`src/hdl/bf_ram.sv`:
```
// Generic single-port-write, single-port-read RAM with registered read data.
`default_nettype none

module bf_ram #(
  parameter int unsigned Width = 8,
  parameter int unsigned Depth = 16
) (
  input  wire logic                     clk_i,
  input  wire logic                     we_i,
  input  wire logic [$clog2(Depth)-1:0] waddr_i,
  input  wire logic [Width-1:0]         wdata_i,
  input  wire logic [$clog2(Depth)-1:0] raddr_i,
  output logic      [Width-1:0]         rdata_o
);

  logic [Width-1:0] mem_q [Depth];

  // Write port.
  always_ff @(posedge clk_i) begin
    if (we_i) begin
      mem_q[waddr_i] <= wdata_i;
    end
  end

  // Registered read port.
  always_ff @(posedge clk_i) begin
    rdata_o <= mem_q[raddr_i];
  end

endmodule

`default_nettype wire

```
`config.mk`:
```
export PLATFORM = sky130hd
export DESIGN_NAME = bf_ram
export DESIGN_NICKNAME = d
export VERILOG_FILES = /design/src/hdl/bf_ram.sv
export SDC_FILE = /design/constraint.sdc
export NUM_CORES = 1
export LEC_CHECK = 0
export ABC_CLOCK_PERIOD_IN_PS = 1400
export BUFFER_PORTS_ARGS = -buffer_cell sky130_fd_sc_hd__clkbuf_2
export CORE_ASPECT_RATIO = 1.1
export CORE_MARGIN = 5
export CORE_UTILIZATION = 54
export DETAILED_ROUTE_END_ITERATION = 10
export GPL_TIMING_DRIVEN = 0
export HOLD_SLACK_MARGIN = 0.12
export MAX_ROUTING_LAYER = met4
export PLACE_DENSITY = 0.85
export SLEW_MARGIN = 15
export SYNTH_ARGS = -nofsm -noshare
export SYNTH_HDL_FRONTEND = slang
export SYNTH_SLANG_ARGS = --single-unit
```
`constraint.sdc`:
```
create_clock -name clk_i -period 1.4 [get_ports clk_i]
set_input_delay 0 -clock clk_i [delete_from_list [all_inputs] [get_ports clk_i]]
set_output_delay 0 -clock clk_i [all_outputs]
set_load 0.02 [all_outputs]
```
# Word level (Yosys, flattened, before mapping)

Memory sizes are Yosys's and may differ from the RTL's. A register that Yosys moved wholly into a read port is not among the register bits.
Index checks and enable logic that the tools add are counted.

Muxes and demuxes: 2

Operator list:

| kind    | number |
|---|---|
| $mux W1 | 2 |

Memories: 1
Output and inout port bits: 8
RAM bits: 128
Register bits: 0
Input port bits: 18
Word-level logic and storage cells: 3

Memory list:

| name  | depth | bits a word | rd ports | clocked after Yosys merged registers in | write ports | RTL line | RTL |
|---|---|---|---|---|---|---|---|
| mem_q | 16    | 8           | 1        | 1                                       | 1           | 16       | `logic [Width-1:0] mem_q [Depth];` |

# Depth between registers and ports, before layout

Word-level depth: 2
Mapped depth: 5
Depth with buffers taken out: 3

# Worst setup path after synthesis

OpenSTA, ideal clock, no wires.

Path kind: input to register
Start point: input port waddr_i[2]
End point: memory mem_q[0][0] (enable)
Data required time: 1.017 ns
Data arrival time: 1.110 ns
Buffers on the path: 0
Stages: 2
Library setup time: 0.383 ns
Slack: -0.093 ns
Cell sequence: or3b_2 > nor3_1

RTL lines:

| item            | RTL line | RTL |
|---|---|---|
| start, declared | 10       | `input wire logic [$clog2(Depth)-1:0] waddr_i,` |
| end, declared   | 16       |  |

Straight into the memory's write port.

==> metrics.txt <==
metal3 WL 836 µm; Leakage 2.10 nW; Final Max Tran Viols 0; register area share after synthesis 77.8%; Final min period 1.39 ns; Post-synth top flop edfxtp_1; ordered cell list for the critical path mux4_2 > a22oi_1 > nand2_1; Clock power frac 46.5%; final WL 10,400 µm; overall global routing resource usage 20.3%; pre-CTS setup slack -0.315 ns; Clk pin slew, worst setup/hold paths 0.06 ns; CP delay by family, top multiplexers; first-pass GRT wire length 15,500 µm; Chip Height 112 µm; # H-tree levels 4; Worst Path Max Fanout 1; number of synthesized flops with an enable pin 128; skew final 0.00651 ns; number of distinct library cells after synthesis 19; fin crit share 99.0%; DR WL/cell 25.0 µm; Fin. Hold Viols 0; FP Rows 37; DRT iter0 DRCs 236; startpoint types flip-flop; Synth top area share 74.7%; asr flop ratio synth 0%; Post-Layout Cell Count 417; Initial Util 55.0%; met2 wire len 5370 µm; TritonCTS sink count 136; FF+latch count, synth 136; Core Region 9350 µm²; vias in the first global route 2,602; root buffer cell clkbuf_8; Final setup viols 0; DRC errors left 0; WP data arrival 1.77 ns; aggregate global routing overflow 0; Required @ worst endpoint 1.78 ns; vias 2,567; Final HPWL DP 6060 µm; CTS Buffer Depth 2; syn avg cell area 22.5 µm²; PortBufs 24; PD cells 1540 nW/µm²; largest area contributor in the netlist edfxtp_1; Max IR drop VDD 1220 µV; Int Pwr 7.66 mW; CP Buf/Inv Count 0; Ys Warns 0; Layout Area Growth over Synthesis 20.5%; placed cell area 5420 µm²; CP Class flip-flop to flip-flop; IO Pins 26; Net Sw Frac 19.6%; Net Switching 1.86 mW; Die W 103 µm; antenna violations before repair 0; fin util 66.3%; slew margin rel. 23.4%; top-count cell post-synth edfxtp_1; ANT cells 0; Synth Cell Area 5150 µm²; drt pass-1 iters 5; gp weighted congestion 0.734; clk_lat worst skew 0.52 ns; final antenna-violating net count 0; Setup WS post-layout 0.0139 ns; Max stage delay on crit path 0.52 ns; fmax 721 MHz; Synth area leaders edfxtp_1 (75%), mux4_2 (7.9%), mux4_1 (7.1%); Vias per Instance 6.16; max-cap violations 0; sequential power share 48.1%; DP Cell Count 370; Hold/Removal Path Class input pin to flip-flop; Post-synth top cells edfxtp_1 (128), mux4_2 (18), a22oi_1 (16); Setup TNS 0 ns; Comb power frac 5.4%; Slowest-stage cell, CP mux4_2; Synthesized Nets 247; CP endpoint kind flip-flop; cell area after layout 6200 µm²; CTS Buf Count 17; CTS tree done; Tot Pwr 9.52 mW; die footprint 11,600 µm²; largest net degree at the start of global routing 17; outcome completed; DRT met1 WL 3970 µm; share of cells above drive strength 1 30.7%; Hold Slack 0.0294 ns; Max Used Layer met4; worst-margin pin slew 1.14 ns; Synth Instances 229; nets 305
==> flip-flops by register name (all words and copies together) (netlist names) <==
register / count
mem_q: 128
rdata_o: 8
==> path summary, 6_finish.rpt <==
kind                 from           to  slack (ns)  depth (start not counted)
max          mem_q[15][6]   rdata_o[6]        0.01                          3
min            waddr_i[0]  mem_q[8][1]        0.03                          2
max reg2reg  mem_q[15][6]   rdata_o[6]        0.01                          3
min reg2reg   mem_q[8][1]   rdata_o[1]        0.67                          3
==> layout make-up <==
type	count	area (µm²)
Fill cell	603	3150
Buffer	10	91.3
Tap cell	117	146
Timing Repair Buffer	39	270
Sequential cell	136	4000
Clock inverter	8	119
Multi-Input combinational cell	83	1090
Clock buffer	24	480
==> per-layer routing <==
| metal | global-route usage, % | up-vias |
|---|---|---|
| li1 | - | 1090 |
| met1 | 25.4 | 1293 |
| met2 | 31.2 | 163 |
| met3 | 5.90 | 21 |
| met4 | 8.20 | 0 |
| met5 | - | - |
==> placed cells by master (no fill, tap or decap), types with 8 or more instances in the layout <==
| cell | netlist | layout |
|---|---|---|
| edfxtp_1 | 128 | 128 |
| clkbuf_2 | 0 | 24 |
| mux4_2 | 18 | 20 |
| clkbuf_16 | 0 | 16 |
| dlygate4sd3_1 | 0 | 15 |
| nor2_1 | 13 | 13 |
| mux4_1 | 14 | 12 |
| a22oi_1 | 16 | 11 |
| nand2_1 | 9 | 9 |
| dfxtp_1 | 8 | 8 |
==> power by group through the flow <==
stage	clock network (mW)	logic, mW	registers (mW)
after global placement	0	0.439	4.65
final	4.43	0.513	4.58
after floorplan	0	0.231	4.69
after global routing	4.67	0.549	4.59
after detailed placement	0	0.456	4.66
after CTS	4.46	0.500	4.58
==> cells by family (layout without fill, tap and decap cells) <==
family	Yosys count	in the layout	share of synthesized area [%]
AND/OR/NAND/NOR	35	35	3.18
AO/OA/AOI/OAI	16	16	2.33
multiplexers	32	32	15.0
flip-flops	136	136	77.8
buffers and inverters	10	81	1.68
==> repair_timing <==
action / CTS / global route
buffers inserted: 0 / 0
pin swaps: 1 / 0
endpoints found under the hold margin: 163 / 24
endpoints found under the setup margin: 3 / 3
hold buffers: 12 / 3
gates resized for setup: 5 / 4
(Power assumes the default switching activity.)
