[src/hdl/bf_pkg.sv]
// Shared types, codes and defaults of the Brainfuck machine.
`default_nettype none

package bf_pkg;

  // Default sizes of the stores.
  localparam int unsigned CodeDepthDef  = 1024;
  localparam int unsigned TapeDepthDef  = 4096;
  localparam int unsigned CellBitsDef   = 8;
  localparam int unsigned StackDepthDef = 64;

  // Fixed field widths.
  localparam int unsigned ModeW    = 2;
  localparam int unsigned ByteW    = 8;
  localparam int unsigned StatusW  = 4;
  localparam int unsigned CfgIdxW  = 8;
  localparam int unsigned CfgDataW = 32;
  localparam int unsigned EofW     = 2;

  // Register indexes and reset values.
  localparam logic [CfgIdxW-1:0] CfgStepLimit = 8'd0;
  localparam logic [CfgIdxW-1:0] CfgEofPolicy = 8'd1;
  localparam logic [CfgDataW-1:0] StepLimitRst = 32'd1000000;

  // End-of-input policies; the remaining codes leave the cell alone.
  localparam logic [EofW-1:0] EofOnes = 2'd0;
  localparam logic [EofW-1:0] EofZero = 2'd1;

  // Instruction characters.
  localparam logic [7:0] ChRight = 8'h3E;
  localparam logic [7:0] ChLeft  = 8'h3C;
  localparam logic [7:0] ChInc   = 8'h2B;
  localparam logic [7:0] ChDec   = 8'h2D;
  localparam logic [7:0] ChOut   = 8'h2E;
  localparam logic [7:0] ChIn    = 8'h2C;
  localparam logic [7:0] ChOpen  = 8'h5B;
  localparam logic [7:0] ChClose = 8'h5D;

  typedef enum logic [ModeW-1:0] {
    MODE_APPEND = 2'd0,
    MODE_CLEAR  = 2'd1,
    MODE_RUN    = 2'd2,
    MODE_RUN_B  = 2'd3
  } bf_mode_e;

  typedef enum logic [StatusW-1:0] {
    STS_LOADED  = 4'd0,
    STS_FULL    = 4'd1,
    STS_OUTPUT  = 4'd2,
    STS_INPUT   = 4'd3,
    STS_HALTED  = 4'd4,
    STS_LIMIT   = 4'd5,
    STS_BRACKET = 4'd6,
    STS_CLEARED = 4'd7,
    STS_DEEP    = 4'd8
  } bf_status_e;

  typedef enum logic [2:0] {
    ST_CLEAR,
    ST_IDLE,
    ST_FETCH,
    ST_EXEC,
    ST_POP,
    ST_SCAN,
    ST_SCAN_CHK,
    ST_RESP
  } bf_state_e;

  // One result word.
  typedef struct packed {
    bf_status_e       status;
    logic [ByteW-1:0] out_byte;
  } bf_res_t;

endpackage

`default_nettype wire

[src/hdl/bf_core.sv]
// Sequencer that fetches, decodes and executes instructions against the RAMs.
`default_nettype none

module bf_core #(
  parameter int unsigned CodeDepth  = bf_pkg::CodeDepthDef,
  parameter int unsigned TapeDepth  = bf_pkg::TapeDepthDef,
  parameter int unsigned CellBits   = bf_pkg::CellBitsDef,
  parameter int unsigned StackDepth = bf_pkg::StackDepthDef,
  localparam int unsigned PA = $clog2(CodeDepth),
  localparam int unsigned TA = $clog2(TapeDepth),
  localparam int unsigned SA = $clog2(StackDepth)
) (
  input  wire logic                          clk_i,
  input  wire logic                          rst_ni,
  // Input word
  input  wire logic                          in_valid_i,
  output logic                               in_stall_o,
  input  wire logic [bf_pkg::ModeW-1:0]      mode_i,
  input  wire logic [bf_pkg::ByteW-1:0]      code_byte_i,
  input  wire logic [bf_pkg::ByteW-1:0]      in_byte_i,
  input  wire logic                          in_eof_i,
  // Register writes
  input  wire logic                          cfg_we_i,
  input  wire logic [bf_pkg::CfgIdxW-1:0]    cfg_index_i,
  input  wire logic [bf_pkg::CfgDataW-1:0]   cfg_data_i,
  // Result toward the output register
  output logic                               res_valid_o,
  output bf_pkg::bf_res_t                    res_o,
  input  wire logic                          slot_free_i,
  // Program RAM
  output logic                               prog_we_o,
  output logic [PA-1:0]                      prog_waddr_o,
  output logic [bf_pkg::ByteW-1:0]           prog_wdata_o,
  output logic [PA-1:0]                      prog_raddr_o,
  input  wire logic [bf_pkg::ByteW-1:0]      prog_rdata_i,
  // Tape RAM
  output logic                               tape_we_o,
  output logic [TA-1:0]                      tape_waddr_o,
  output logic [CellBits-1:0]                tape_wdata_o,
  output logic [TA-1:0]                      tape_raddr_o,
  input  wire logic [CellBits-1:0]           tape_rdata_i,
  // Loop stack RAM
  output logic                               stk_we_o,
  output logic [SA-1:0]                      stk_waddr_o,
  output logic [PA-1:0]                      stk_wdata_o,
  output logic [SA-1:0]                      stk_raddr_o,
  input  wire logic [PA-1:0]                 stk_rdata_i
);

  import bf_pkg::*;

  localparam int unsigned LW = PA + 1;
  localparam int unsigned DW = SA + 1;

  bf_state_e           state_q, state_d;
  logic [LW-1:0]       pc_q, pc_d;
  logic [LW-1:0]       len_q, len_d;
  logic [TA-1:0]       tp_q, tp_d;
  logic [DW-1:0]       depth_q, depth_d;
  logic                await_q, await_d;
  logic [CfgDataW-1:0] steps_q, steps_d;
  logic [LW-1:0]       scan_q, scan_d;
  logic [LW-1:0]       nest_q, nest_d;
  logic [TA-1:0]       clr_q, clr_d;
  logic                clr_pend_q, clr_pend_d;
  logic [CfgDataW-1:0] limit_q;
  logic [EofW-1:0]     eof_q;
  bf_res_t             res_q, res_d;
  logic [LW-1:0]       pc_inc;

  assign pc_inc = pc_q + LW'(1);
  assign res_o  = res_q;

  // Configuration registers.
  always_ff @(posedge clk_i or negedge rst_ni) begin
    if (!rst_ni) begin
      limit_q <= StepLimitRst;
      eof_q   <= EofOnes;
    end else if (cfg_we_i) begin
      if (cfg_index_i == CfgStepLimit) begin
        limit_q <= cfg_data_i;
      end else if (cfg_index_i == CfgEofPolicy) begin
        eof_q <= cfg_data_i[EofW-1:0];
      end
    end
  end

  // State and machine registers; reset begins with a tape clearing pass.
  always_ff @(posedge clk_i or negedge rst_ni) begin
    if (!rst_ni) begin
      state_q    <= ST_CLEAR;
      pc_q       <= '0;
      len_q      <= '0;
      tp_q       <= '0;
      depth_q    <= '0;
      await_q    <= 1'b0;
      steps_q    <= '0;
      scan_q     <= '0;
      nest_q     <= '0;
      clr_q      <= '0;
      clr_pend_q <= 1'b0;
      res_q      <= '{status: STS_LOADED, out_byte: '0};
    end else begin
      state_q    <= state_d;
      pc_q       <= pc_d;
      len_q      <= len_d;
      tp_q       <= tp_d;
      depth_q    <= depth_d;
      await_q    <= await_d;
      steps_q    <= steps_d;
      scan_q     <= scan_d;
      nest_q     <= nest_d;
      clr_q      <= clr_d;
      clr_pend_q <= clr_pend_d;
      res_q      <= res_d;
    end
  end

  // Next state, RAM control and result.
  always_comb begin
    state_d      = state_q;
    pc_d         = pc_q;
    len_d        = len_q;
    tp_d         = tp_q;
    depth_d      = depth_q;
    await_d      = await_q;
    steps_d      = steps_q;
    scan_d       = scan_q;
    nest_d       = nest_q;
    clr_d        = clr_q;
    clr_pend_d   = clr_pend_q;
    res_d        = res_q;
    in_stall_o   = 1'b1;
    res_valid_o  = 1'b0;
    prog_we_o    = 1'b0;
    prog_waddr_o = len_q[PA-1:0];
    prog_wdata_o = code_byte_i;
    prog_raddr_o = pc_q[PA-1:0];
    tape_we_o    = 1'b0;
    tape_waddr_o = tp_q;
    tape_wdata_o = '0;
    tape_raddr_o = tp_q;
    stk_we_o     = 1'b0;
    stk_waddr_o  = depth_q[SA-1:0];
    stk_wdata_o  = pc_q[PA-1:0];
    stk_raddr_o  = SA'(depth_q - DW'(1));

    unique case (state_q)
      // Zero one tape cell per cycle.
      ST_CLEAR: begin
        tape_we_o    = 1'b1;
        tape_waddr_o = clr_q;
        clr_d        = clr_q + TA'(1);
        if (clr_q == TA'(TapeDepth - 1)) begin
          clr_d   = '0;
          state_d = clr_pend_q ? ST_RESP : ST_IDLE;
        end
      end

      // Take the next input word.
      ST_IDLE: begin
        in_stall_o = 1'b0;
        if (in_valid_i) begin
          res_d.out_byte = '0;
          unique case (bf_mode_e'(mode_i))
            MODE_APPEND: begin
              if (len_q == LW'(CodeDepth)) begin
                res_d.status = STS_FULL;
              end else begin
                prog_we_o    = 1'b1;
                len_d        = len_q + LW'(1);
                res_d.status = STS_LOADED;
              end
              state_d = ST_RESP;
            end
            MODE_CLEAR: begin
              len_d        = '0;
              pc_d         = '0;
              tp_d         = '0;
              depth_d      = '0;
              await_d      = 1'b0;
              clr_pend_d   = 1'b1;
              res_d.status = STS_CLEARED;
              state_d      = ST_CLEAR;
            end
            default: begin
              // Store the pending input byte before running on.
              if (await_q) begin
                await_d = 1'b0;
                if (!in_eof_i) begin
                  tape_we_o    = 1'b1;
                  tape_wdata_o = CellBits'(in_byte_i);
                end else if (eof_q == EofOnes) begin
                  tape_we_o    = 1'b1;
                  tape_wdata_o = '1;
                end else if (eof_q == EofZero) begin
                  tape_we_o    = 1'b1;
                end
              end
              steps_d = '0;
              state_d = ST_FETCH;
            end
          endcase
        end
      end

      // Check the stop conditions and read the instruction and the cell.
      ST_FETCH: begin
        if (pc_q >= len_q) begin
          res_d.status = (depth_q != '0) ? STS_BRACKET : STS_HALTED;
          state_d      = ST_RESP;
        end else if (steps_q >= limit_q) begin
          res_d.status = STS_LIMIT;
          state_d      = ST_RESP;
        end else begin
          steps_d = steps_q + CfgDataW'(1);
          state_d = ST_EXEC;
        end
      end

      // Execute one instruction.
      ST_EXEC: begin
        pc_d    = pc_inc;
        state_d = ST_FETCH;
        case (prog_rdata_i)
          ChRight: begin
            if (tp_q != TA'(TapeDepth - 1)) begin
              tp_d = tp_q + TA'(1);
            end
          end
          ChLeft: begin
            if (tp_q != '0) begin
              tp_d = tp_q - TA'(1);
            end
          end
          ChInc: begin
            tape_we_o    = 1'b1;
            tape_wdata_o = tape_rdata_i + CellBits'(1);
          end
          ChDec: begin
            tape_we_o    = 1'b1;
            tape_wdata_o = tape_rdata_i - CellBits'(1);
          end
          ChOut: begin
            res_d.status   = STS_OUTPUT;
            res_d.out_byte = tape_rdata_i[ByteW-1:0];
            state_d        = ST_RESP;
          end
          ChIn: begin
            await_d      = 1'b1;
            res_d.status = STS_INPUT;
            state_d      = ST_RESP;
          end
          ChOpen: begin
            if (tape_rdata_i != '0) begin
              if (depth_q >= DW'(StackDepth)) begin
                pc_d         = pc_q;
                res_d.status = STS_DEEP;
                state_d      = ST_RESP;
              end else begin
                stk_we_o = 1'b1;
                depth_d  = depth_q + DW'(1);
              end
            end else begin
              // Search forward for the matching close bracket.
              pc_d    = pc_q;
              scan_d  = pc_inc;
              nest_d  = '0;
              state_d = ST_SCAN;
            end
          end
          ChClose: begin
            if (depth_q == '0) begin
              pc_d         = pc_q;
              res_d.status = STS_BRACKET;
              state_d      = ST_RESP;
            end else if (tape_rdata_i != '0) begin
              pc_d    = pc_q;
              state_d = ST_POP;
            end else begin
              depth_d = depth_q - DW'(1);
            end
          end
          default: begin
          end
        endcase
      end

      // Jump back behind the open bracket on top of the stack.
      ST_POP: begin
        pc_d    = LW'(stk_rdata_i) + LW'(1);
        state_d = ST_FETCH;
      end

      // Read the next byte of the bracket search.
      ST_SCAN: begin
        prog_raddr_o = scan_q[PA-1:0];
        if (scan_q >= len_q) begin
          res_d.status = STS_BRACKET;
          state_d      = ST_RESP;
        end else begin
          state_d = ST_SCAN_CHK;
        end
      end

      // Track the nesting of the bracket search.
      ST_SCAN_CHK: begin
        scan_d  = scan_q + LW'(1);
        state_d = ST_SCAN;
        if (prog_rdata_i == ChOpen) begin
          nest_d = nest_q + LW'(1);
        end else if (prog_rdata_i == ChClose) begin
          if (nest_q == '0) begin
            pc_d    = scan_q + LW'(1);
            state_d = ST_FETCH;
          end else begin
            nest_d = nest_q - LW'(1);
          end
        end
      end

      // Hand the result word to the output register.
      ST_RESP: begin
        res_valid_o = 1'b1;
        if (slot_free_i) begin
          clr_pend_d = 1'b0;
          state_d    = ST_IDLE;
        end
      end

      default: begin
        state_d = ST_IDLE;
      end
    endcase
  end

endmodule

`default_nettype wire

[config.mk]
export PLATFORM = sky130hd
export DESIGN_NAME = bf_core
export DESIGN_NICKNAME = d
export VERILOG_FILES = /design/src/hdl/bf_pkg.sv /design/src/hdl/bf_core.sv
export SDC_FILE = /design/constraint.sdc
export NUM_CORES = 1
export LEC_CHECK = 0
export ABC_CLOCK_PERIOD_IN_PS = 3100
export BUFFER_PORTS_ARGS = -buffer_cell sky130_fd_sc_hd__buf_4
export CORE_AREA = 2 2 144 146
export CTS_CLUSTER_SIZE = 12
export DETAILED_ROUTE_END_ITERATION = 8
export DIE_AREA = 0 0 146 148
export PLACE_DENSITY = 0.9
export SLEW_MARGIN = 20
export SYNTH_ARGS = -nofsm -noshare
export SYNTH_HDL_FRONTEND = slang
export SYNTH_SLANG_ARGS = --single-unit
[constraint.sdc]
create_clock -name clk_i -period 3.1 [get_ports clk_i]
set_clock_uncertainty 0.15 [all_clocks]
set_input_delay 0.31 -clock clk_i [delete_from_list [all_inputs] [get_ports clk_i]]
set_output_delay 0.31 -clock clk_i [all_outputs]
set_load 0.02 [all_outputs]
Yosys cells after proc, flatten, opt, wreduce, memory -nomap -nowiden
Cells that the tools add are included.
Widths: inputs -> output; s select.
- add/sub/neg operators: 14
- multipliers: 0
- divide/modulo/power cells: 0
- $lt $le $gt $ge: 4
- equal/unequal tests: 53
- shift operators: 0
- multiplexer cells: 107
- bitwise gates (word level): 1
- reduce and logical (&&, ||, !) cells: 33
- operator list (cell ; count):
    $mux 11 ; 16
    $mux 32 ; 4
    $pmux 11 s2 ; 4
    $mux 12 ; 7
    $pmux 32 s2 ; 1
    $eq 8x6->1 const B ; 6
    $mux 8 ; 6
    $pmux 12 s2 ; 2
    $pmux 8 s2 ; 3
    $add 11x1->11 const B ; 4
    $pmux 11 s4 ; 1
    $mux 7 ; 6
    $mux 3 ; 13
    $ne 3x3->1 const B ; 12
    $add 32x1->32 const B ; 1
    $ge 32x32->1 ; 1
    $pmux 4 s4 ; 2
    $ne 2x2->1 const B ; 14
    $pmux 7 s2 ; 2
    $mux 1 ; 25
    $add 12x1->12 const B ; 2
    $mux 4 ; 6
    $pmux 3 s8 ; 1
    $ge 11x11->1 ; 2
    other kinds (47) ; 71
- register bits after elaboration: 158
- latch bits: 0
- RAM bits: 0
- ROM bits: 0
- input bits: 90
- output and inout bits: 99
- logic and storage cells: 227
- memories: 0

Depth between registers and ports, before layout
- depth after elaboration: 8
- depth in mapped cells: 13

Least setup slack after synthesis
Ideal clock, no wire load.
- path kind: input-to-reg
- start: input prog_rdata_i[3] (netlist name)
- end: register tp_q[11] (netlist: tape_raddr_o[11])
- data arrival time: 3.072 ns
- required time: 2.881 ns
- setup slack: -0.191 ns
- cell stages on the path: 12
- path buffers: 0
- cell sequence: nand2_1 -> nor2_1 -> nand4_1 -> nor2_1 -> ha_1 -> or2_2 -> a21oi_1 -> o31ai_1 -> o41ai_1 -> xor2_1 -> or4_1 -> nand3_1
- word-level cells in the longest chain between the ends: 3
- RTL lines (item ; line ; text):
    from (decl) ; bf_core.sv:35 ; input wire logic [bf_pkg::ByteW-1:0] prog_rdata_i,
    $eq 8x6->1 ; bf_core.sv:225 ; case (prog_rdata_i)
    $pmux 12 s2 (tied with other cells) ; bf_core.sv:225 ;
    $pmux 12 s2 / $reduce_and 6->1 (equally long branches) ; -- ;
    to (signal assigned) ; bf_core.sv:107 ; tp_q <= tp_d;
    to (decl) ; bf_core.sv:58 ; logic [TA-1:0] tp_q, tp_d;
Several ways; a longest one is shown, not always the timed one.
A chain may end at the register's enable or synchronous reset.

Worst setup path in the final report
- start: register state_q[1]
- end: output tape_wdata_o[4]
- word-level cells in the longest chain between the ends: 2
- RTL lines (item ; line ; text):
    from (decl) ; bf_core.sv:55 ; bf_state_e state_q, state_d;
    from (signal assigned) ; bf_core.sv:104 ; state_q <= state_d;
    $eq 3x2->1 / $eq 3x1->1 (equally long branches) ; bf_core.sv:148 ; unique case (state_q)
    $pmux 8 s2 (*) ; bf_core.sv:148 ;
    to (decl) ; bf_core.sv:39 ; output logic [CellBits-1:0] tape_wdata_o,
Mark *: on every way between the ends. The rest lies on a longest branch, timed or not.

==> key figures <==
Timing
  • Fin. max-slew vios: 0
  • Worst slew margin: between 50% and 60%
  • Crit share post-route: 99.4%
  • FMAX: 0.324 GHz
  • Post-layout min period: 3080 ps
  • Final hold vios: 0
  • Setup violations, final: 0
  • Slew @ Worst Pin: 747 ps

Yosys
  • Register area share after synthesis: ~34%
  • Asr flop ratio synth: 100%
  • Adder-cell share of the synthesized area: 10.2%
  • Post-synth EDFFs: 0
  • Synth Area in Simple Gates: 23.1%
  • Dominant synthesized flop cell: dfrtp_1
  • Largest family of logic cells by synthesized area: simple AND/OR/NAND/NOR gates
  • Syn nets: 1,563
  • Netlist Area Pre-Place: 11,500 um^2
  • Post-synth cell types: 87
  • Gate Count Post-Synth: 1,381
  • Multiplexer share of the synthesized area: between 2 and 2.5%
  • Compound-Gate Fraction of Synth Area: 18.0%
  • Seq cells post-synth: 158
  • Post-Synth XOR/XNOR Area: 5.39%
  • Syn avg cell area: 8.35 um^2
  • Yosys warnings: 0

Finish
  • Area growth from synthesis to layout: 23.5%
  • Count of non-filler cells in the finished layout: 1,872
  • Ant. Diodes: 0
  • # fillers: 1,478
  • Layout cell share with drive strength beyond 1: 20.0%
  • Total Nets Final: 1,771
  • Post-layout util: 71.1%
  • Commonest cells after routing, fill and taps aside: 237 x buf_4, 224 x nand2_1, 151 x dfrtp_1
  • Multi-input gate area: ~7000 um^2
  • Most common cell after layout, fill and taps aside: buf_4
  • Register area: 3960 um^2

CTS
  • Clock sink count: about 160
  • Clock slew at reported path FFs: 60 ps
  • Skew-Pair Late Insertion Delay: 440 ps
  • CTS tree: done
  • Root buf cell: clkbuf_16
  • CTS max path bufs: 2
  • Cts bufs inserted: 17
  • H-tree Lvls: 4

Die
  • Site row count: 52
  • Die Span Y: 148 um
  • # IOs: 189
  • DIE AREA: 21,600 um^2
  • Core area: between 20,000 and 25,000 um^2
  • Initial Util: 57.5%
  • DIE WIDTH: 146 um

Worst hold path
  • Hold_sp: tape_rdata_i[7]
  • Min-Delay Path Class: in -> reg

GRT
  • First-pass GRT wire length: 56.3 mm
  • Vias in the first global route: 11,600
  • Largest net degree at the start of global routing: 76
  • Initial antenna violation count: 0
  • Total grt overflow: 0
  • GRT Total Usage: 32.1%

Worst setup path
  • Crit. End Element: primary output
  • Setup crit start kind: flip-flop
  • Critical path startpoint: state_q[1]
  • Setup CP Type: reg -> out
  • Crit-path max FO: 13
  • CP required: 2640 ps
  • Arrival time at the worst endpoint: 2620 ps
  • Worst R2R Start: limit_q[17]

Drt
  • DRC Markers: 0
  • Antenna Violating Nets Remaining: 0
  • First-pass detailed-route iteration total: 5
  • DRT Wirelength: 35.3 mm
  • Vias: 11,700
  • Vias per cell: 6.27
  • Drt wl/cell: 18.9 um
  • Initial DRC Count: 1,165

Placement
  • Placed insts: 1,799
  • PortBufs: 172
  • DP HPWL: 24.8 mm
  • Final GP Congestion: 0.975

Job
  • Max-cap violation count: 0

Power
  • P_leak: approximately 0.007 uW
  • Peak VDD IR: 0.613 mV
  • PwrDens: 733 nW/um^2

Outcome
  • Status: finished, final reports clean
[cells by family (layout without fill, tap and decap cells)]
family          Yosys count  count (layout)
buf+inv                 161             381
fa+ha+maj                92              92
flops                   158             158
simple gates            553             553
compound gates          321             322
xor+xnor                 71              71
mux                      25              25
[path summary, 6_finish.rpt]
check                             endpoint  slack (ps)  cells after the start
setup / recovery           tape_wdata_o[4]          20                      8
hold / removal                    res_o[7]          10                      3
setup reg to reg                steps_q[8]         140                      9
hold reg to reg                   res_o[9]         340                      1
max in group asynchronous       limit_q[7]        1620                      4
min in group asynchronous        clr_q[11]         340                      2
[final cells by class]
class                   instances  area share (%)
multi-input cells            1063            48.2
flip-flops and latches        158            27.8
repair buffers                279            15.7
clock buffers                  17            2.99
well taps                     270            2.37
inverters                      70            1.85
clock inverters                15            1.05
[what timing repair did]
item / 4_1_cts / 5_1_grt
gates cloned: 0 / 1
gates resized for setup: 3 / 10
pin swaps: 0 / 5
setup endpoints to repair: 15 / 18
buffers inserted: 0 / 2
hold endpoints to repair: 112 / 0
hold buffers: 38 / 0
[per-stage QoR]
stage	total power, uW	setup TNS [ps]	cell area [um^2]	setup slack, ps	hold slack [ps]
2_1_floorplan	6260	0	11500	7.89	-136
3_3_place_gp	7830	0	13200	13.1	233
3_5_place_dp	8060	-430	13200	-150	243
4_1_cts	10200	0	14200	50.5	2.34
5_1_grt	11000	-152	14200	-97.6	4.40
6_report	10400	0	14200	17.7	9.75
[metal layers]
metal / global-route usage (%) / share of wire, % / up-vias / wire length [um]
li1: - / - / 5320 / -
met1: 38.7 / 38 / 5547 / 13300
met2: 53.3 / 48 / 698 / 16900
met3: 7.07 / 8.7 / 181 / 3070
met4: 18.6 / 5.6 / 0 / 2000
met5: 0 / 0 / - / 0
[worst max-delay path, cell delays in order, from the launching register on]
cell and delay, ps:
dfrtp_1 580, nand2_1 140, or2_0 360, nor2_1 270, nand4_1 210, a21oi_1 170
o21ai_0 150, o21ai_0 130, buf_4 180
[sequential cells by signal, summed over array words and instances, names as in the netlist]
register / flops
clr_pend_q: 1
tape_raddr_o: 12
clr_q: 12
pc_q: 11
res_o: 12
len_q: 11
await_q: 1
state_q: 3
scan_q: 11
steps_q: 32
eof_q: 2
limit_q: 32
depth_q: 7
nest_q: 11
[where the power goes]
part | switching (uW) | total (uW) | internal (uW)
logic | 3210 | 5370 | 2160
registers | 501 | 2970 | 2470
clock network | 958 | 2090 | 1140
total | 4670 | 10400 | 5760
[Yosys cell counts (all sizes together), types with 8 or more instances]
master    n  area [um^2]
a21oi    79          407
a21o      8         67.6
nand3    52          265
nand2   224          841
a22o     11         96.3
o31ai    19          143
a211oi    8         65.1
mux2     10          113
nand4    29          188
dfrtp   151         3780
and3     24          150
nor4     14          109
buf      52          353
nand2b   24          158
a31oi    15         93.8
mux2i    15          150
or4      14          105
o21ai    97          489
xor2     26          228
or3       8         50.1
nor3     23          120
xnor2    45          394
ha       89         1110
o211ai   13          103
inv      70          263
o22ai    14         87.6
nor2    106          408
clkbuf   39          146
No activity file was read; power rests on OpenSTA's default activity.
